$ cat config.mk
export PLATFORM = sky130hd
export DESIGN_NAME = quaternion_orientation_accumulator_unit_flat
export DESIGN_NICKNAME = d
export VERILOG_FILES = /design/src/qoa_pkg.sv /design/src/qoa_in_if.sv /design/src/qoa_out_if.sv /design/src/qoa_front.sv /design/src/qoa_queue.sv /design/src/qoa_back.sv /design/src/quaternion_orientation_accumulator_unit.sv /design/src/flat_wrapper.sv
export SDC_FILE = /design/constraint.sdc
export NUM_CORES = 2
export LEC_CHECK = 0
export ABC_CLOCK_PERIOD_IN_PS = 15700
export BUFFER_PORTS_ARGS = -buffer_cell sky130_fd_sc_hd__buf_2
export CAP_MARGIN = 20
export CORE_UTILIZATION = 65
export DETAILED_ROUTE_END_ITERATION = 16
export PLACE_DENSITY = 0.89
export SYNTH_ARGS = -nofsm -noshare
export SYNTH_HDL_FRONTEND = slang
export SYNTH_SLANG_ARGS = --single-unit
$ cat constraint.sdc
create_clock -name clk -period 15.7 [get_ports clk]
set_input_delay 3.14 -clock clk [delete_from_list [all_inputs] [get_ports clk]]
set_output_delay 3.14 -clock clk [all_outputs]
set_load 0.005 [all_outputs]
$ cat src/qoa_pkg.sv
`timescale 1ns / 1ps
`default_nettype none
package qoa_pkg;

	localparam int DATA_W = 16;
	localparam int HALF_W = 18;
	localparam int CW = 20;
	localparam int PROD_W = 2 * CW;
	localparam int SUM_W = 38;
	localparam int SQ_STEPS = SUM_W / 2;
	localparam int ROOT_W = 20;
	localparam int NUM_W = 36;
	localparam int REM_W = 22;
	localparam int ACC_W = 36;
	localparam int MPROD_W = 2 * DATA_W;
	localparam int CORDIC_STEPS = 16;
	localparam int QMUL_STEPS = 7;
	localparam int CNT_W = 6;
	localparam int PC_W = 6;
	localparam int LANES = 4;
	localparam int MAT_N = 9;
	localparam int QUEUE_DEPTH = 2;

	localparam logic signed [CW-1:0] PI_Q16 = 20'sd205887;
	localparam logic signed [CW-1:0] HALF_PI_Q16 = 20'sd102944;
	localparam logic signed [CW-1:0] GAIN_Q16 = 20'sd39797;
	localparam logic signed [DATA_W-1:0] ONE_Q14 = 16'sd16384;
	localparam logic signed [ACC_W-1:0] ONE_Q28 = 36'sd268435456;
	localparam logic signed [ACC_W-1:0] ACC_HALF = 36'sd8192;
	localparam logic signed [ACC_W-1:0] ACC_MAX = 36'sd32767;
	localparam logic signed [ACC_W-1:0] ACC_MIN = -36'sd32768;
	localparam logic signed [PROD_W-1:0] PROD_HALF = 40'sd8192;

	typedef logic signed [DATA_W-1:0] q14_t;

	typedef struct packed {
		q14_t axis_x;
		q14_t axis_y;
		q14_t axis_z;
		logic signed [HALF_W-1:0] half;
		logic flip;
	} qoa_job_t;

	typedef struct packed {
		logic busy;
		logic mac_active;
	} qoa_back_st_t;

	typedef enum logic [3:0] {
		B_IDLE,
		B_CORDIC,
		B_QMUL,
		B_SQRT,
		B_DSET,
		B_DIV,
		B_DSAT,
		B_COMP,
		B_CDRAIN,
		B_COMMIT,
		B_MAT,
		B_MDRAIN,
		B_OUT
	} back_state_t;

	localparam logic [2:0] SEL_NS = 3'd0;
	localparam logic [2:0] SEL_NX = 3'd1;
	localparam logic [2:0] SEL_NY = 3'd2;
	localparam logic [2:0] SEL_NZ = 3'd3;
	localparam logic [2:0] SEL_S = 3'd4;
	localparam logic [2:0] SEL_X = 3'd5;
	localparam logic [2:0] SEL_Y = 3'd6;
	localparam logic [2:0] SEL_Z = 3'd7;

	localparam logic [3:0] DST_TS = 4'd0;
	localparam logic [3:0] DST_TX = 4'd1;
	localparam logic [3:0] DST_TY = 4'd2;
	localparam logic [3:0] DST_TZ = 4'd3;
	localparam logic [3:0] DST_M00 = 4'd4;
	localparam logic [3:0] DST_M01 = 4'd5;
	localparam logic [3:0] DST_M02 = 4'd6;
	localparam logic [3:0] DST_M10 = 4'd7;
	localparam logic [3:0] DST_M11 = 4'd8;
	localparam logic [3:0] DST_M12 = 4'd9;
	localparam logic [3:0] DST_M20 = 4'd10;
	localparam logic [3:0] DST_M21 = 4'd11;
	localparam logic [3:0] DST_M22 = 4'd12;

	localparam logic [PC_W-1:0] PC_COMP_FIRST = 6'd0;
	localparam logic [PC_W-1:0] PC_COMP_LAST = 6'd15;
	localparam logic [PC_W-1:0] PC_MAT_FIRST = 6'd16;
	localparam logic [PC_W-1:0] PC_MAT_LAST = 6'd33;

	typedef struct packed {
		logic [2:0] a;
		logic [2:0] b;
		logic neg;
		logic dbl;
		logic first;
		logic one;
		logic last;
		logic [3:0] dst;
	} mac_op_t;

	function automatic mac_op_t mk(logic [2:0] a, logic [2:0] b, logic neg, logic dbl,
			logic first, logic one, logic last, logic [3:0] dst);
		mac_op_t o;
		o.a = a;
		o.b = b;
		o.neg = neg;
		o.dbl = dbl;
		o.first = first;
		o.one = one;
		o.last = last;
		o.dst = dst;
		return o;
	endfunction

	// The first sixteen steps compose the quaternions, the rest build the matrix.
	function automatic mac_op_t mac_op(logic [PC_W-1:0] pc);
		mac_op_t o;
		case (pc)
			6'd0: o = mk(SEL_NS, SEL_S, 1'b0, 1'b0, 1'b1, 1'b0, 1'b0, DST_TS);
			6'd1: o = mk(SEL_NX, SEL_X, 1'b1, 1'b0, 1'b0, 1'b0, 1'b0, DST_TS);
			6'd2: o = mk(SEL_NY, SEL_Y, 1'b1, 1'b0, 1'b0, 1'b0, 1'b0, DST_TS);
			6'd3: o = mk(SEL_NZ, SEL_Z, 1'b1, 1'b0, 1'b0, 1'b0, 1'b1, DST_TS);
			6'd4: o = mk(SEL_X, SEL_NS, 1'b0, 1'b0, 1'b1, 1'b0, 1'b0, DST_TX);
			6'd5: o = mk(SEL_NX, SEL_S, 1'b0, 1'b0, 1'b0, 1'b0, 1'b0, DST_TX);
			6'd6: o = mk(SEL_NY, SEL_Z, 1'b0, 1'b0, 1'b0, 1'b0, 1'b0, DST_TX);
			6'd7: o = mk(SEL_NZ, SEL_Y, 1'b1, 1'b0, 1'b0, 1'b0, 1'b1, DST_TX);
			6'd8: o = mk(SEL_Y, SEL_NS, 1'b0, 1'b0, 1'b1, 1'b0, 1'b0, DST_TY);
			6'd9: o = mk(SEL_NY, SEL_S, 1'b0, 1'b0, 1'b0, 1'b0, 1'b0, DST_TY);
			6'd10: o = mk(SEL_NZ, SEL_X, 1'b0, 1'b0, 1'b0, 1'b0, 1'b0, DST_TY);
			6'd11: o = mk(SEL_NX, SEL_Z, 1'b1, 1'b0, 1'b0, 1'b0, 1'b1, DST_TY);
			6'd12: o = mk(SEL_Z, SEL_NS, 1'b0, 1'b0, 1'b1, 1'b0, 1'b0, DST_TZ);
			6'd13: o = mk(SEL_NZ, SEL_S, 1'b0, 1'b0, 1'b0, 1'b0, 1'b0, DST_TZ);
			6'd14: o = mk(SEL_NX, SEL_Y, 1'b0, 1'b0, 1'b0, 1'b0, 1'b0, DST_TZ);
			6'd15: o = mk(SEL_NY, SEL_X, 1'b1, 1'b0, 1'b0, 1'b0, 1'b1, DST_TZ);
			6'd16: o = mk(SEL_Y, SEL_Y, 1'b1, 1'b1, 1'b1, 1'b1, 1'b0, DST_M00);
			6'd17: o = mk(SEL_Z, SEL_Z, 1'b1, 1'b1, 1'b0, 1'b0, 1'b1, DST_M00);
			6'd18: o = mk(SEL_X, SEL_Y, 1'b0, 1'b1, 1'b1, 1'b0, 1'b0, DST_M01);
			6'd19: o = mk(SEL_S, SEL_Z, 1'b1, 1'b1, 1'b0, 1'b0, 1'b1, DST_M01);
			6'd20: o = mk(SEL_X, SEL_Z, 1'b0, 1'b1, 1'b1, 1'b0, 1'b0, DST_M02);
			6'd21: o = mk(SEL_S, SEL_Y, 1'b0, 1'b1, 1'b0, 1'b0, 1'b1, DST_M02);
			6'd22: o = mk(SEL_X, SEL_Y, 1'b0, 1'b1, 1'b1, 1'b0, 1'b0, DST_M10);
			6'd23: o = mk(SEL_S, SEL_Z, 1'b0, 1'b1, 1'b0, 1'b0, 1'b1, DST_M10);
			6'd24: o = mk(SEL_X, SEL_X, 1'b1, 1'b1, 1'b1, 1'b1, 1'b0, DST_M11);
			6'd25: o = mk(SEL_Z, SEL_Z, 1'b1, 1'b1, 1'b0, 1'b0, 1'b1, DST_M11);
			6'd26: o = mk(SEL_Y, SEL_Z, 1'b0, 1'b1, 1'b1, 1'b0, 1'b0, DST_M12);
			6'd27: o = mk(SEL_S, SEL_X, 1'b1, 1'b1, 1'b0, 1'b0, 1'b1, DST_M12);
			6'd28: o = mk(SEL_X, SEL_Z, 1'b0, 1'b1, 1'b1, 1'b0, 1'b0, DST_M20);
			6'd29: o = mk(SEL_S, SEL_Y, 1'b1, 1'b1, 1'b0, 1'b0, 1'b1, DST_M20);
			6'd30: o = mk(SEL_Y, SEL_Z, 1'b0, 1'b1, 1'b1, 1'b0, 1'b0, DST_M21);
			6'd31: o = mk(SEL_S, SEL_X, 1'b0, 1'b1, 1'b0, 1'b0, 1'b1, DST_M21);
			6'd32: o = mk(SEL_X, SEL_X, 1'b1, 1'b1, 1'b1, 1'b1, 1'b0, DST_M22);
			6'd33: o = mk(SEL_Y, SEL_Y, 1'b1, 1'b1, 1'b0, 1'b0, 1'b1, DST_M22);
			default: o = mk(SEL_S, SEL_S, 1'b0, 1'b0, 1'b0, 1'b0, 1'b0, DST_TS);
		endcase
		return o;
	endfunction

	function automatic logic signed [CW-1:0] atan_q16(logic [3:0] i);
		logic signed [CW-1:0] v;
		case (i)
			4'd0: v = 20'sd51472;
			4'd1: v = 20'sd30386;
			4'd2: v = 20'sd16055;
			4'd3: v = 20'sd8150;
			4'd4: v = 20'sd4091;
			4'd5: v = 20'sd2047;
			4'd6: v = 20'sd1024;
			4'd7: v = 20'sd512;
			4'd8: v = 20'sd256;
			4'd9: v = 20'sd128;
			4'd10: v = 20'sd64;
			4'd11: v = 20'sd32;
			4'd12: v = 20'sd16;
			4'd13: v = 20'sd8;
			4'd14: v = 20'sd4;
			4'd15: v = 20'sd2;
			default: v = 20'sd0;
		endcase
		return v;
	endfunction

	function automatic q14_t sat_q28(logic signed [ACC_W-1:0] v);
		logic signed [ACC_W-1:0] r;
		q14_t o;
		r = (v + ACC_HALF) >>> 14;
		if (r > ACC_MAX) begin
			o = 16'sh7FFF;
		end else if (r < ACC_MIN) begin
			o = 16'sh8000;
		end else begin
			o = r[DATA_W-1:0];
		end
		return o;
	endfunction

endpackage
`default_nettype wire

$ cat src/qoa_in_if.sv
`timescale 1ns / 1ps
`default_nettype none
interface qoa_in_if;
	import qoa_pkg::*;
	logic valid;
	logic ready;
	q14_t axis_x;
	q14_t axis_y;
	q14_t axis_z;
	q14_t angle;
	modport source (output valid, output axis_x, output axis_y, output axis_z, output angle,
		input ready);
	modport sink (input valid, input axis_x, input axis_y, input axis_z, input angle,
		output ready);
endinterface
`default_nettype wire

$ cat src/qoa_out_if.sv
`timescale 1ns / 1ps
`default_nettype none
interface qoa_out_if;
	import qoa_pkg::*;
	logic valid;
	logic ready;
	q14_t m00;
	q14_t m01;
	q14_t m02;
	q14_t m10;
	q14_t m11;
	q14_t m12;
	q14_t m20;
	q14_t m21;
	q14_t m22;
	logic degenerate;
	modport source (output valid, output m00, output m01, output m02, output m10, output m11,
		output m12, output m20, output m21, output m22, output degenerate, input ready);
	modport sink (input valid, input m00, input m01, input m02, input m10, input m11,
		input m12, input m20, input m21, input m22, input degenerate, output ready);
endinterface
`default_nettype wire

$ cat src/qoa_front.sv
`timescale 1ns / 1ps
`default_nettype none
module qoa_front (
	qoa_in_if.sink item,
	output qoa_pkg::qoa_job_t job,
	output logic job_valid,
	input logic job_ready
);
	import qoa_pkg::*;

	logic signed [CW-1:0] half_w;
	logic signed [CW-1:0] folded;
	logic flip;

	// The half angle is folded into [-pi/2, pi/2]; the flip negates sine and cosine later.
	always_comb begin
		half_w = {item.angle[DATA_W-1], item.angle, 3'b000};
		flip = 1'b0;
		folded = half_w;
		if (half_w > HALF_PI_Q16) begin
			folded = half_w - PI_Q16;
			flip = 1'b1;
		end else if (half_w < -HALF_PI_Q16) begin
			folded = half_w + PI_Q16;
			flip = 1'b1;
		end
	end

	assign job.axis_x = item.axis_x;
	assign job.axis_y = item.axis_y;
	assign job.axis_z = item.axis_z;
	assign job.half = folded[HALF_W-1:0];
	assign job.flip = flip;
	assign job_valid = item.valid;
	assign item.ready = job_ready;

endmodule
`default_nettype wire

$ cat src/qoa_queue.sv
`timescale 1ns / 1ps
`default_nettype none
module qoa_queue #(
	parameter int DEPTH = qoa_pkg::QUEUE_DEPTH
) (
	input logic clk,
	input logic arst_n,
	input qoa_pkg::qoa_job_t push_data,
	input logic push_valid,
	output logic push_ready,
	output qoa_pkg::qoa_job_t pop_data,
	output logic pop_valid,
	input logic pop_ready
);
	import qoa_pkg::*;

	localparam int PW = $clog2(DEPTH);
	localparam int CW_CNT = $clog2(DEPTH + 1);

	qoa_job_t mem_q [DEPTH];
	logic [PW-1:0] wr_ptr_q;
	logic [PW-1:0] rd_ptr_q;
	logic [CW_CNT-1:0] count_q;
	logic push;
	logic pop;

	assign push_ready = (count_q != CW_CNT'(DEPTH));
	assign pop_valid = (count_q != '0);
	assign push = push_valid && push_ready;
	assign pop = pop_valid && pop_ready;
	assign pop_data = mem_q[rd_ptr_q];

	always_ff @(posedge clk) begin
		if (push) begin
			mem_q[wr_ptr_q] <= push_data;
		end
	end

	always_ff @(posedge clk or negedge arst_n) begin
		if (!arst_n) begin
			wr_ptr_q <= '0;
			rd_ptr_q <= '0;
			count_q <= '0;
		end else begin
			if (push) begin
				wr_ptr_q <= (wr_ptr_q == PW'(DEPTH - 1)) ? '0 : wr_ptr_q + 1'b1;
			end
			if (pop) begin
				rd_ptr_q <= (rd_ptr_q == PW'(DEPTH - 1)) ? '0 : rd_ptr_q + 1'b1;
			end
			if (push && !pop) begin
				count_q <= count_q + 1'b1;
			end else if (pop && !push) begin
				count_q <= count_q - 1'b1;
			end
		end
	end

endmodule
`default_nettype wire

$ cat src/qoa_back.sv
`timescale 1ns / 1ps
`default_nettype none
module qoa_back (
	input logic clk,
	input logic arst_n,
	input qoa_pkg::qoa_job_t job,
	input logic job_valid,
	output logic job_ready,
	qoa_out_if.source result,
	output qoa_pkg::qoa_back_st_t st
);
	import qoa_pkg::*;

	back_state_t state_q;
	back_state_t state_n;
	logic [CNT_W-1:0] cnt_q;
	qoa_job_t job_q;

	logic signed [CW-1:0] cx_q;
	logic signed [CW-1:0] cy_q;
	logic signed [CW-1:0] cz_q;
	logic signed [CW-1:0] cx_n;
	logic signed [CW-1:0] cy_n;
	logic signed [CW-1:0] cz_n;

	logic signed [CW-1:0] sn_q;
	logic signed [CW-1:0] qs_q;
	logic signed [CW-1:0] qx_q;
	logic signed [CW-1:0] qy_q;
	logic signed [CW-1:0] qz_q;
	logic signed [CW-1:0] ma;
	logic signed [CW-1:0] mb;
	logic signed [PROD_W-1:0] mprod;
	logic signed [PROD_W-1:0] mround;

	logic [SUM_W-1:0] sum_q;
	logic [SUM_W-1:0] root_q;
	logic [SUM_W-1:0] bit_q;
	logic [SUM_W-1:0] trial;
	logic [ROOT_W-1:0] mag;
	logic degen_q;

	logic signed [CW-1:0] qv [LANES];
	logic [NUM_W-1:0] num_q [LANES];
	logic [REM_W-1:0] rem_q [LANES];
	logic neg_q [LANES];
	logic [REM_W-1:0] den_q;

	q14_t nq_q [LANES];
	q14_t st_q [LANES];
	q14_t tmp_q [LANES];
	q14_t mat_q [MAT_N];

	logic [PC_W-1:0] pc_q;
	logic issue;
	mac_op_t op;
	mac_op_t op_s1;
	logic vld_s1;
	logic signed [MPROD_W-1:0] prod_s1;
	q14_t opa;
	q14_t opb;
	logic signed [ACC_W-1:0] acc_q;
	logic signed [ACC_W-1:0] addend;
	logic signed [ACC_W-1:0] base;
	logic signed [ACC_W-1:0] acc_n;
	logic [3:0] mat_idx;
	logic out_valid_q;
	logic out_load;

	always_ff @(posedge clk or negedge arst_n) begin
		if (!arst_n) begin
			state_q <= B_IDLE;
		end else begin
			state_q <= state_n;
		end
	end

	always_comb begin
		state_n = state_q;
		job_ready = 1'b0;
		out_load = 1'b0;
		case (state_q)
			B_IDLE: begin
				job_ready = 1'b1;
				if (job_valid) begin
					state_n = B_CORDIC;
				end
			end
			B_CORDIC: begin
				if (cnt_q == CNT_W'(CORDIC_STEPS - 1)) begin
					state_n = B_QMUL;
				end
			end
			B_QMUL: begin
				if (cnt_q == CNT_W'(QMUL_STEPS - 1)) begin
					state_n = B_SQRT;
				end
			end
			B_SQRT: begin
				if (cnt_q == CNT_W'(SQ_STEPS - 1)) begin
					state_n = B_DSET;
				end
			end
			B_DSET: begin
				state_n = (mag == '0) ? B_MAT : B_DIV;
			end
			B_DIV: begin
				if (cnt_q == CNT_W'(NUM_W - 1)) begin
					state_n = B_DSAT;
				end
			end
			B_DSAT: state_n = B_COMP;
			B_COMP: begin
				if (pc_q == PC_COMP_LAST) begin
					state_n = B_CDRAIN;
				end
			end
			B_CDRAIN: state_n = B_COMMIT;
			B_COMMIT: state_n = B_MAT;
			B_MAT: begin
				if (pc_q == PC_MAT_LAST) begin
					state_n = B_MDRAIN;
				end
			end
			B_MDRAIN: state_n = B_OUT;
			B_OUT: begin
				if (!out_valid_q || result.ready) begin
					out_load = 1'b1;
					state_n = B_IDLE;
				end
			end
			default: state_n = B_IDLE;
		endcase
	end

	always_ff @(posedge clk or negedge arst_n) begin
		if (!arst_n) begin
			cnt_q <= '0;
		end else if (state_n != state_q) begin
			cnt_q <= '0;
		end else begin
			cnt_q <= cnt_q + 1'b1;
		end
	end

	// CORDIC rotation step.
	always_comb begin
		if (cz_q >= 0) begin
			cx_n = cx_q - (cy_q >>> cnt_q[3:0]);
			cy_n = cy_q + (cx_q >>> cnt_q[3:0]);
			cz_n = cz_q - atan_q16(cnt_q[3:0]);
		end else begin
			cx_n = cx_q + (cy_q >>> cnt_q[3:0]);
			cy_n = cy_q - (cx_q >>> cnt_q[3:0]);
			cz_n = cz_q + atan_q16(cnt_q[3:0]);
		end
	end

	// One multiplier scales the axis by the sine, then sums the squares.
	always_comb begin
		case (cnt_q[2:0])
			3'd0: begin
				ma = {{(CW - DATA_W){job_q.axis_x[DATA_W-1]}}, job_q.axis_x};
				mb = sn_q;
			end
			3'd1: begin
				ma = {{(CW - DATA_W){job_q.axis_y[DATA_W-1]}}, job_q.axis_y};
				mb = sn_q;
			end
			3'd2: begin
				ma = {{(CW - DATA_W){job_q.axis_z[DATA_W-1]}}, job_q.axis_z};
				mb = sn_q;
			end
			3'd3: begin
				ma = qs_q;
				mb = qs_q;
			end
			3'd4: begin
				ma = qx_q;
				mb = qx_q;
			end
			3'd5: begin
				ma = qy_q;
				mb = qy_q;
			end
			3'd6: begin
				ma = qz_q;
				mb = qz_q;
			end
			default: begin
				ma = '0;
				mb = '0;
			end
		endcase
		mprod = ma * mb;
		mround = (mprod + PROD_HALF) >>> 14;
	end

	assign trial = root_q + bit_q;
	assign mag = root_q[ROOT_W-1:0];
	assign qv[0] = qs_q;
	assign qv[1] = qx_q;
	assign qv[2] = qy_q;
	assign qv[3] = qz_q;

	always_ff @(posedge clk) begin
		case (state_q)
			B_IDLE: begin
				job_q <= job;
				cx_q <= GAIN_Q16;
				cy_q <= '0;
				cz_q <= {{(CW - HALF_W){job.half[HALF_W-1]}}, job.half};
			end
			B_CORDIC: begin
				cx_q <= cx_n;
				cy_q <= cy_n;
				cz_q <= cz_n;
				sn_q <= job_q.flip ? -cy_n : cy_n;
				qs_q <= job_q.flip ? -cx_n : cx_n;
				sum_q <= '0;
			end
			B_QMUL: begin
				case (cnt_q[2:0])
					3'd0: qx_q <= mround[CW-1:0];
					3'd1: qy_q <= mround[CW-1:0];
					3'd2: qz_q <= mround[CW-1:0];
					default: sum_q <= sum_q + mprod[SUM_W-1:0];
				endcase
				root_q <= '0;
				bit_q <= {2'b01, {(SUM_W - 2){1'b0}}};
			end
			B_SQRT: begin
				if (sum_q >= trial) begin
					sum_q <= sum_q - trial;
					root_q <= (root_q >> 1) + bit_q;
				end else begin
					root_q <= root_q >> 1;
				end
				bit_q <= bit_q >> 2;
			end
			B_DSET: begin
				degen_q <= (mag == '0);
				den_q <= REM_W'({mag, 1'b0});
				for (int l = 0; l < LANES; l++) begin
					neg_q[l] <= qv[l][CW-1];
					rem_q[l] <= '0;
					num_q[l] <= NUM_W'({(qv[l][CW-1] ? -qv[l] : qv[l]), 15'b0}) + NUM_W'(mag);
				end
			end
			B_DIV: begin
				for (int l = 0; l < LANES; l++) begin
					if ({rem_q[l][REM_W-2:0], num_q[l][NUM_W-1]} >= den_q) begin
						rem_q[l] <= {rem_q[l][REM_W-2:0], num_q[l][NUM_W-1]} - den_q;
						num_q[l] <= {num_q[l][NUM_W-2:0], 1'b1};
					end else begin
						rem_q[l] <= {rem_q[l][REM_W-2:0], num_q[l][NUM_W-1]};
						num_q[l] <= {num_q[l][NUM_W-2:0], 1'b0};
					end
				end
			end
			B_DSAT: begin
				for (int l = 0; l < LANES; l++) begin
					if (!neg_q[l]) begin
						nq_q[l] <= (num_q[l] > NUM_W'(32767)) ? 16'sh7FFF : num_q[l][DATA_W-1:0];
					end else begin
						nq_q[l] <= (num_q[l] > NUM_W'(32768)) ? 16'sh8000 : -num_q[l][DATA_W-1:0];
					end
				end
			end
			default: begin
			end
		endcase
	end

	// Multiply-accumulate sequencer for the composition and the matrix.
	assign issue = (state_q == B_COMP) || (state_q == B_MAT);
	assign op = mac_op(pc_q);

	always_comb begin
		case (op.a)
			SEL_NS: opa = nq_q[0];
			SEL_NX: opa = nq_q[1];
			SEL_NY: opa = nq_q[2];
			SEL_NZ: opa = nq_q[3];
			SEL_S: opa = st_q[0];
			SEL_X: opa = st_q[1];
			SEL_Y: opa = st_q[2];
			SEL_Z: opa = st_q[3];
			default: opa = '0;
		endcase
		case (op.b)
			SEL_NS: opb = nq_q[0];
			SEL_NX: opb = nq_q[1];
			SEL_NY: opb = nq_q[2];
			SEL_NZ: opb = nq_q[3];
			SEL_S: opb = st_q[0];
			SEL_X: opb = st_q[1];
			SEL_Y: opb = st_q[2];
			SEL_Z: opb = st_q[3];
			default: opb = '0;
		endcase
	end

	always_comb begin
		addend = {{(ACC_W - MPROD_W){prod_s1[MPROD_W-1]}}, prod_s1};
		if (op_s1.dbl) begin
			addend = addend <<< 1;
		end
		if (op_s1.first) begin
			base = op_s1.one ? ONE_Q28 : '0;
		end else begin
			base = acc_q;
		end
		acc_n = op_s1.neg ? base - addend : base + addend;
		mat_idx = op_s1.dst - DST_M00;
	end

	always_ff @(posedge clk or negedge arst_n) begin
		if (!arst_n) begin
			pc_q <= '0;
			vld_s1 <= 1'b0;
		end else begin
			vld_s1 <= issue;
			if (issue) begin
				pc_q <= pc_q + 1'b1;
			end else if (state_q == B_DSAT) begin
				pc_q <= PC_COMP_FIRST;
			end else if (state_q == B_DSET) begin
				pc_q <= PC_MAT_FIRST;
			end
		end
	end

	always_ff @(posedge clk) begin
		if (issue) begin
			op_s1 <= op;
			prod_s1 <= opa * opb;
		end
		if (vld_s1) begin
			acc_q <= acc_n;
			if (op_s1.last) begin
				if (op_s1.dst < DST_M00) begin
					tmp_q[op_s1.dst[1:0]] <= sat_q28(acc_n);
				end else begin
					mat_q[mat_idx] <= sat_q28(acc_n);
				end
			end
		end
	end

	always_ff @(posedge clk or negedge arst_n) begin
		if (!arst_n) begin
			st_q[0] <= ONE_Q14;
			st_q[1] <= '0;
			st_q[2] <= '0;
			st_q[3] <= '0;
		end else if (state_q == B_COMMIT) begin
			st_q <= tmp_q;
		end
	end

	always_ff @(posedge clk or negedge arst_n) begin
		if (!arst_n) begin
			out_valid_q <= 1'b0;
		end else if (out_load) begin
			out_valid_q <= 1'b1;
		end else if (result.ready) begin
			out_valid_q <= 1'b0;
		end
	end

	always_ff @(posedge clk) begin
		if (out_load) begin
			result.m00 <= mat_q[0];
			result.m01 <= mat_q[1];
			result.m02 <= mat_q[2];
			result.m10 <= mat_q[3];
			result.m11 <= mat_q[4];
			result.m12 <= mat_q[5];
			result.m20 <= mat_q[6];
			result.m21 <= mat_q[7];
			result.m22 <= mat_q[8];
			result.degenerate <= degen_q;
		end
	end

	assign result.valid = out_valid_q;
	assign st.busy = (state_q != B_IDLE);
	assign st.mac_active = issue || vld_s1 || (state_q == B_CDRAIN) || (state_q == B_MDRAIN);

endmodule
`default_nettype wire

$ cat src/quaternion_orientation_accumulator_unit.sv
// Orientation accumulator with an axis-angle request channel and a matrix result channel.
// Both channels use valid/ready; a request is taken at a clock edge where both are high.
// Each request carries a rotation axis (Q2.14) and an angle in radians (Q3.12). The block
// rotates its stored orientation quaternion by it and returns the 3x3 rotation matrix of
// the new orientation in Q2.14, plus a degenerate flag when the rotation had zero length
// (the orientation is then kept as it was).
// The front folds the half angle and writes the request into a small queue, so requests
// are taken while the back is busy until the queue fills. The back works on one request
// at a time: 16 CORDIC steps, 7 multiplier steps, 19 square-root steps, 36 divider steps
// in four parallel lanes, 16 plus 18 multiply-accumulate steps and the control states
// IDLE, DSET, DSAT, CDRAIN, COMMIT, MDRAIN and OUT. When a request is degenerate, the
// division and composition are skipped. The back takes the next queued request in the
// cycle after loading a result, so it starts a new request only once the result of the
// last one is loaded.
// The result sits in an output register; while the receiver stalls it holds, the back
// finishes the next request and then waits for the register to free.
// After reset the orientation is the identity and the queue is empty.
`timescale 1ns / 1ps
`default_nettype none
module quaternion_orientation_accumulator_unit #(
	parameter int QUEUE_DEPTH = qoa_pkg::QUEUE_DEPTH
) (
	input logic clk,
	input logic arst_n,
	qoa_in_if.sink item,
	qoa_out_if.source result
);
	import qoa_pkg::*;

	qoa_job_t job_f;
	logic f_valid;
	logic f_ready;
	qoa_job_t job_b;
	logic b_valid;
	logic b_ready;
	qoa_back_st_t back_st;

	qoa_front u_front (
		.item(item),
		.job(job_f),
		.job_valid(f_valid),
		.job_ready(f_ready)
	);

	qoa_queue #(
		.DEPTH(QUEUE_DEPTH)
	) u_queue (
		.clk(clk),
		.arst_n(arst_n),
		.push_data(job_f),
		.push_valid(f_valid),
		.push_ready(f_ready),
		.pop_data(job_b),
		.pop_valid(b_valid),
		.pop_ready(b_ready)
	);

	qoa_back u_back (
		.clk(clk),
		.arst_n(arst_n),
		.job(job_b),
		.job_valid(b_valid),
		.job_ready(b_ready),
		.result(result),
		.st(back_st)
	);

	a_push_fills: assert property (@(posedge clk) disable iff (!arst_n)
		(item.valid && item.ready) |=> b_valid)
		else $error("queue empty after a request was taken");

	a_pop_starts: assert property (@(posedge clk) disable iff (!arst_n)
		(b_valid && b_ready) |=> back_st.busy)
		else $error("back end idle after taking a request");

	a_mac_busy: assert property (@(posedge clk) disable iff (!arst_n)
		back_st.mac_active |-> back_st.busy)
		else $error("multiply-accumulate active while idle");

	a_result_source: assert property (@(posedge clk) disable iff (!arst_n)
		$rose(result.valid) |-> $past(back_st.busy))
		else $error("result raised without a request in progress");

endmodule
`default_nettype wire

$ cat src/flat_wrapper.sv
// flat-port wrapper written by rule: the top's interface ports become plain ports
module quaternion_orientation_accumulator_unit_flat import qoa_pkg::*;
#(
	parameter int QUEUE_DEPTH = qoa_pkg::QUEUE_DEPTH
)
  (clk, arst_n, item_valid, item_axis_x, item_axis_y, item_axis_z, item_angle, item_ready, result_valid, result_m00, result_m01, result_m02, result_m10, result_m11, result_m12, result_m20, result_m21, result_m22, result_degenerate, result_ready);
  qoa_in_if item_i ();
  qoa_out_if result_i ();
  input logic clk;
  input logic arst_n;
  input wire logic [$bits(item_i.valid)-1:0] item_valid;
  input wire logic [$bits(item_i.axis_x)-1:0] item_axis_x;
  input wire logic [$bits(item_i.axis_y)-1:0] item_axis_y;
  input wire logic [$bits(item_i.axis_z)-1:0] item_axis_z;
  input wire logic [$bits(item_i.angle)-1:0] item_angle;
  output wire logic [$bits(item_i.ready)-1:0] item_ready;
  output wire logic [$bits(result_i.valid)-1:0] result_valid;
  output wire logic [$bits(result_i.m00)-1:0] result_m00;
  output wire logic [$bits(result_i.m01)-1:0] result_m01;
  output wire logic [$bits(result_i.m02)-1:0] result_m02;
  output wire logic [$bits(result_i.m10)-1:0] result_m10;
  output wire logic [$bits(result_i.m11)-1:0] result_m11;
  output wire logic [$bits(result_i.m12)-1:0] result_m12;
  output wire logic [$bits(result_i.m20)-1:0] result_m20;
  output wire logic [$bits(result_i.m21)-1:0] result_m21;
  output wire logic [$bits(result_i.m22)-1:0] result_m22;
  output wire logic [$bits(result_i.degenerate)-1:0] result_degenerate;
  input wire logic [$bits(result_i.ready)-1:0] result_ready;
  assign item_i.valid = item_valid;
  assign item_i.axis_x = item_axis_x;
  assign item_i.axis_y = item_axis_y;
  assign item_i.axis_z = item_axis_z;
  assign item_i.angle = item_angle;
  assign item_ready = item_i.ready;
  assign result_valid = result_i.valid;
  assign result_m00 = result_i.m00;
  assign result_m01 = result_i.m01;
  assign result_m02 = result_i.m02;
  assign result_m10 = result_i.m10;
  assign result_m11 = result_i.m11;
  assign result_m12 = result_i.m12;
  assign result_m20 = result_i.m20;
  assign result_m21 = result_i.m21;
  assign result_m22 = result_i.m22;
  assign result_degenerate = result_i.degenerate;
  assign result_i.ready = result_ready;
  quaternion_orientation_accumulator_unit #(.QUEUE_DEPTH(QUEUE_DEPTH)) u_core (.clk(clk), .arst_n(arst_n), .item(item_i), .result(result_i));
endmodule
# Yosys cells after proc, flatten, opt, wreduce, memory -nomap -nowiden
# Memories as Yosys holds them, arrays and structs flattened. A register that Yosys moved wholly into a read port is not among the register bits.
# Cells that the tools add are included.
[classes] addsub=41 mul=2 order_cmp=21 n_eq_ne=42 shift=2 n_mux=150 n_bitwise=21 reduce_logical=28
[op_table] cell="2-to-1 mux 36 bit" count=10
[op_table] cell="2-to-1 mux 16 bit" count=21
[op_table] cell="one-hot mux 16 bit (8 select lines)" count=2
[op_table] cell="2-to-1 mux 20 bit" count=11
[op_table] cell="2-to-1 mux 22 bit" count=8
[op_table] cell="one-hot mux 38 bit (2 select lines)" count=2
[op_table] cell="adder 35 x 20 -> 36 bit" count=4
[op_table] cell="greater-than comparator 36 x 15 -> 1 bit, second input constant" count=4
[op_table] cell="greater-than comparator 36 x 16 -> 1 bit, second input constant" count=4
[op_table] cell="one-hot mux 20 bit (7 select lines)" count=1
[op_table] cell="negator 20 bit" count=6
[op_table] cell="one-hot mux 20 bit (2 select lines)" count=3
[op_table] cell="2-to-1 mux 38 bit" count=3
[op_table] cell="one-hot mux 38 bit (3 select lines)" count=1
[op_table] cell="one-hot mux 20 bit (5 select lines)" count=1
[op_table] cell="greater-or-equal comparator 22 x 21 -> 1 bit" count=4
[op_table] cell="subtractor 22 x 21 -> 22 bit" count=4
[op_table] cell="adder 38 bit" count=2
[op_table] cell="2-to-1 mux 1 bit" count=65
[op_table] cell="bitwise mux 64 bit" count=1
[op_table] cell="negator 16 bit" count=4
[op_table] cell="adder 20 bit" count=3
[op_table] cell="subtractor 20 bit" count=3
[op_table] cell="one-hot mux 4 bit (13 select lines)" count=1
[op_table] cell="other kinds (58)" count=139
[totals] regBits=572 ram_bits=578 romBits=1472 inputBits=68 wordCells=358 mem_count=9
[memory_table] memory="(no name shown)" depth=64 width=15 read_ports=1 rd_ports_with_merged_regs=0 wr=0 line="qoa_pkg.sv:121" text="case (pc)"
[memory_table] memory="(no name shown)" depth=16 width=16 read_ports=1 rd_ports_with_merged_regs=0 wr=0 line="qoa_pkg.sv:163" text="case (i)"
[memory_table] memory="(no name shown)" depth=16 width=16 read_ports=1 rd_ports_with_merged_regs=0 wr=0 line="qoa_pkg.sv:163"
[memory_table] memory="u_core.u_back.mat_q" depth=9 width=16 read_ports=9 rd_ports_with_merged_regs=9 wr=1 line="qoa_back.sv:52" text="q14_t mat_q [MAT_N];"
[memory_table] memory="u_core.u_back.num_q" depth=4 width=36 read_ports=4 rd_ports_with_merged_regs=0 wr=4 line="qoa_back.sv:44" text="logic [NUM_W-1:0] num_q [LANES];"
[memory_table] memory="u_core.u_queue.mem_q" depth=2 width=67 read_ports=1 rd_ports_with_merged_regs=0 wr=1 line="qoa_queue.sv:20" text="qoa_job_t mem_q [DEPTH];"
[memory_table] memory="+3 memories"

# Depth between registers and ports, before layout
[logic_depth] ltp_word=12 mapped_depth=50 depth_no_buf=42

# Modules after synthesis
# Synthesis repeated with hierarchy kept, for this count alone.
[unflattened] cells_unflattened=9709 hier_area_um2=98738.4
[by_module_without_submodules] mod="qoa_back" n_inst=1 cells_each=9309 area_per_inst_um2=92339.8 seq_area_each_um2=33613.5
[by_module_without_submodules] mod="qoa_queue" n_inst=1 cells_each=227 area_per_inst_um2=5119.9 seq_area_each_um2=4124.0
[by_module_without_submodules] mod="qoa_front" n_inst=1 cells_each=173 area_per_inst_um2=1278.7 seq_area_each_um2=0.0

# Least setup slack after synthesis
# Ideal clock, no wire load.
[synth_path] path_kind="reg-to-reg" startpoint="register u_core.u_back.cnt_q[0]" endpoint="register u_core.u_back.sum_q[36] (data pin)" setup_ns=0.266 arrival_ns=11.555 required_time_ns=15.434 slack_ns=3.878 stages_incl_launch_ff=46 synth_period_minus_slack_ns=11.822 path_cell_list="dfrtp_1 clkbuf_1 buf_2 buf_2 buf_2 inv_1 ha_1 nor2b_1 clkbuf_1 or3_1 clkbuf_1 clkbuf_1 buf_1 a21oi_1 clkbuf_1 nor2_1 fa_1 inv_1 (+10 left out) a21oi_1 nor4b_1 o21ai_0 a2111oi_0 nor4_1 o311a_1 or3_1 and2_1 ha_1 a21o_1 a21oi_1 nor2b_1 o21ai_0 nand2_1 a41o_1 o41a_1 xnor2_1 o21ai_0"
[synth_between] elab_chain_cells=7 word_cells_on_any_way=14
[synth_rtl] item="from (decl)" line="qoa_back.sv:16" text="logic [CNT_W-1:0] cnt_q;"
[synth_rtl] item="from (signal assigned)" line="qoa_back.sv:142" text="cnt_q <= cnt_q + 1'b1;"
[synth_rtl] item="equality test 3 x 2 -> 1 bit (tied with other cells)" line="qoa_back.sv:161" text="case (cnt_q[2:0])"
[synth_rtl] item="OR reduction 3 bit (no line)"
[synth_rtl] item="one-hot mux 20 bit (5 select lines)" line="qoa_back.sv:161"
[synth_rtl] item="multiplier 20 x 20 -> 38 bit (*)" line="qoa_back.sv:195" text="mprod = ma * mb;"
[synth_rtl] item="adder 38 bit (*)" line="qoa_back.sv:227" text="default: sum_q <= sum_q + mprod[SUM_W-1:0];"
[synth_rtl] item="2-to-1 mux 38 bit (*)" line="qoa_back.sv:223" text="case (cnt_q[2:0])"
[synth_rtl] item="one-hot mux 38 bit (3 select lines) (*)" line="qoa_back.sv:207" text="case (state_q)"
[synth_rtl] item="to (signal assigned)" line="qoa_back.sv:227"
[synth_rtl] item="to (signal assigned)" line="qoa_back.sv:234" text="sum_q <= sum_q - trial;"
[synth_rtl] item="to (decl)" line="qoa_back.sv:36" text="logic [SUM_W-1:0] sum_q;"
# Mark *: on every way between the ends. The rest lies on a longest branch, timed or not. The select of a mux whose other input is x is not followed.
# A chain may end at the register's enable or synchronous reset.

# Final worst setup path
[layout_path] startpoint="register u_core.u_back.cnt_q[1]" endpoint="register u_core.u_back.sum_q[36] (data pin)"
# Same word-level chain as after synthesis.

==> flow_metrics.tcl <==
set metrics [dict create \
    cts-root-buf "clkbuf_16" \
    finalMaxSlewViolations 0 \
    hold_class "register to register" \
    max_freq_ghz 0.0754 \
    critPathSlowestCell "a211oi_2" \
    worst-r2r-cell-count 37 \
    synth_edf_count 1181 \
    drive_above_1_share_pct 9.50 \
    routed_via_density 6.54 \
    worst_ep_required_time_ns 16.21 \
    die_x_um 389 \
    synth_cell_types 117 \
    yosys.cell_count.top_type "edfxtp_1" \
    syn_nets 10800 \
    htree_levels 4 \
    core_sq_um 148000 \
    ys_seq_area_share_pct 38.7 \
    synth_area_per_cell_sq_um 10.2 \
    firstDrtPassIters 14 \
    cp-end-kind "register" \
    num_io_pins 215 \
    violations "DRC" \
    netlist_top_cells_count "1181 x edfxtp_1, 1058 x nor2_1, 1046 x nand2_1, 836 x inv_1, 680 x fa_1" \
    rsz0062_at_grt "no" \
    finalNetCount 10900 \
    antenna_found_initial 5 \
    grt_pass1_wl_mm 424 \
    status "finished, violations left" \
    grt_start_max_net_pins 92 \
    grt_pass1_vias 76100 \
    slew-limit-headroom_pct 22.2 \
    drc 2 \
    synth_warnings 0 \
    finalNonFillerCells 11700 \
    cp_max_fo 43 \
    place_congestion 1.03 \
    grt_usage_pct 36.0 \
    synth_ff_type "edfxtp_1" \
    drv_cap 0 \
    tns_ns 0 \
    min_path_cells 0 \
    cts_tree "done" \
    fillers 10000 \
    synthCells 9544 \
    ctsResizeCount 0 \
    cts.sinks 1267 \
    rows 141 \
    initial_core_util_pct 65.6 \
    clockBufferDepth 3 \
    cts_buffers 135 \
    seq_area_sq_um 37600 \
    hpwl_mm 198 \
    async_flop_share_pct 6.79 \
    clkTransAtPathRegs_ns 0.06 \
    hold_viol_final 0 \
    synth.cell_area_sq_um 97300 \
    grt-ovfl-total 0 \
    critPathKind "register to register" \
    route.final.wire_length_mm 273 \
    fin_worst_skew_ns 0.0747 \
    drt_iter0_drc 9850 \
    worstSetupStartpointType "register" \
    multi_input_area_sq_um 55200 \
    yosys_register_bits 1267 \
    worstSkewPairLatency_ns 0.83 \
    postCtsSetupBuffers 0 \
    wire_per_inst_um 23.3 \
    synth_top_area_share_pct 36.5 \
    die-area_sq_um 151000 \
    dp_cells 11400 \
    setup_viol 0 \
    postRouteAntennaNets 0 \
    dr_total_vias 76400 \
    critPathMaxStageDelay_ns 0.83 \
    port_buffers 214 \
    die_h_um 389 \
    yosysTopAreaCell "edfxtp_1" \
    tightest_slew_ns 1.17 \
    cpMostUsedCell "fa_1" \
    synth_area_leaders "edfxtp_1 36%, fa_1 14%, ha_1 6.8%, nor2_1 4.1%, nand2_1 4.0%" \
    finalCriticalPeriod_ns 13.26 \
    syn_to_final_growth_pct 8.40 \
    cp.arrival_ns 13.77 \
    hold_buffers 0 \
    timing.final.crit_share_pct 84.5 \
]
-- sequential cells by signal, summed over array words and instances, names as in the netlist, 36 cells and up --
name / cells
u_core.u_back.rem_q: 84
u_core.u_back.st_q: 64
u_core.u_back.root_q: 38
u_core.u_back.sum_q: 38
u_core.u_back.job_q: 49
u_core.u_back.nq_q: 64
u_core.u_queue.mem_q: 130
u_core.u_back.acc_q: 36
u_core.u_back.mat_q: 144
u_core.u_back.tmp_q: 64
u_core.u_back.num_q: 144
-- metrics by stage --
stage,utilization [%],area (sq um),hold slack [ns],setup WS (ns)
2_1_floorplan,-,97300,0.400,3.88
3_3_place_gp,67.8,100000,0.401,2.98
3_5_place_dp,67.8,100000,0.405,2.73
4_1_cts,71.1,105000,0.413,2.68
5_1_grt,71.1,105000,0.420,1.92
6_report,71.1,105000,0.413,2.44
-- logic make-up after synthesis --
logic type / share of synthesized area [%]
flops: 38.7
xor+xnor: 5.57
simple gates: 15.1
compound gates: 11.2
buf+inv: 4.86
mux: 3.78
fa+ha+maj: 20.8
-- critical path: cells and delay by family, from the launching register on --
family / cells / cell delay, ns
adders and majority gates: 10 / 4.63
AOI/OAI and AO/OA: 10 / 3.69
and+or+nand+nor: 11 / 2.72
buffers and inverters: 5 / 1.46
xor gates and xnor gates: 1 / 0.13
DFF: 1 / 0.34
-- area by class of cell --
type                    count  share of cell area (%)
diodes                      4                 0.00950
clock buffers             170                    3.42
flip-flops and latches   1267                    35.7
multi-input cells        7048                    52.3
inverters                 841                    2.99
repair buffers            357                    2.09
clock inverters            77                    1.17
well taps                1930                    2.29
-- cells in the final DEF (no fill, tap or decap), types with 213 or more instances in the layout --
| cell | netlist | routed |
|---|---|---|
| xnor2_1 | 358 | 358 |
| fa_1 | 680 | 680 |
| inv_1 | 836 | 834 |
| edfxtp_1 | 1181 | 1181 |
| o21ai_0 | 424 | 418 |
| a21oi_1 | 408 | 401 |
| buf_2 | 11 | 213 |
| xor2_1 | 259 | 259 |
| nor2_1 | 1058 | 1047 |
| ha_1 | 530 | 530 |
| nand2_1 | 1046 | 1045 |
-- layer usage --
layer,share of wire (%),GRT usage (%),routed length (um)
met1,37,46.4,99800
met3,12,8.78,32000
met4,5.9,18.9,16100
met2,46,56.5,125000
met5,0.015,0,41
-- worst paths after layout --
path	endpoint	slack (ns)	from
max	u_core.u_back.sum_q[36]	2.44	u_core.u_back.cnt_q[1]
min	result_m00[15]	0.41	u_core.u_back.mat_q[0][15]
max reg2reg	u_core.u_back.sum_q[36]	2.44	u_core.u_back.cnt_q[1]
min reg2reg	result_m00[15]	0.41	u_core.u_back.mat_q[0][15]
max in group asynchronous	u_core.u_back.vld_s1	12.19	arst_n
min in group asynchronous	u_core.u_back.st_q[33]	2.28	arst_n
Power is left out: the tool's default activity adds up to more than one toggle a clock period on the data nets, which glitch-free logic cannot reach.
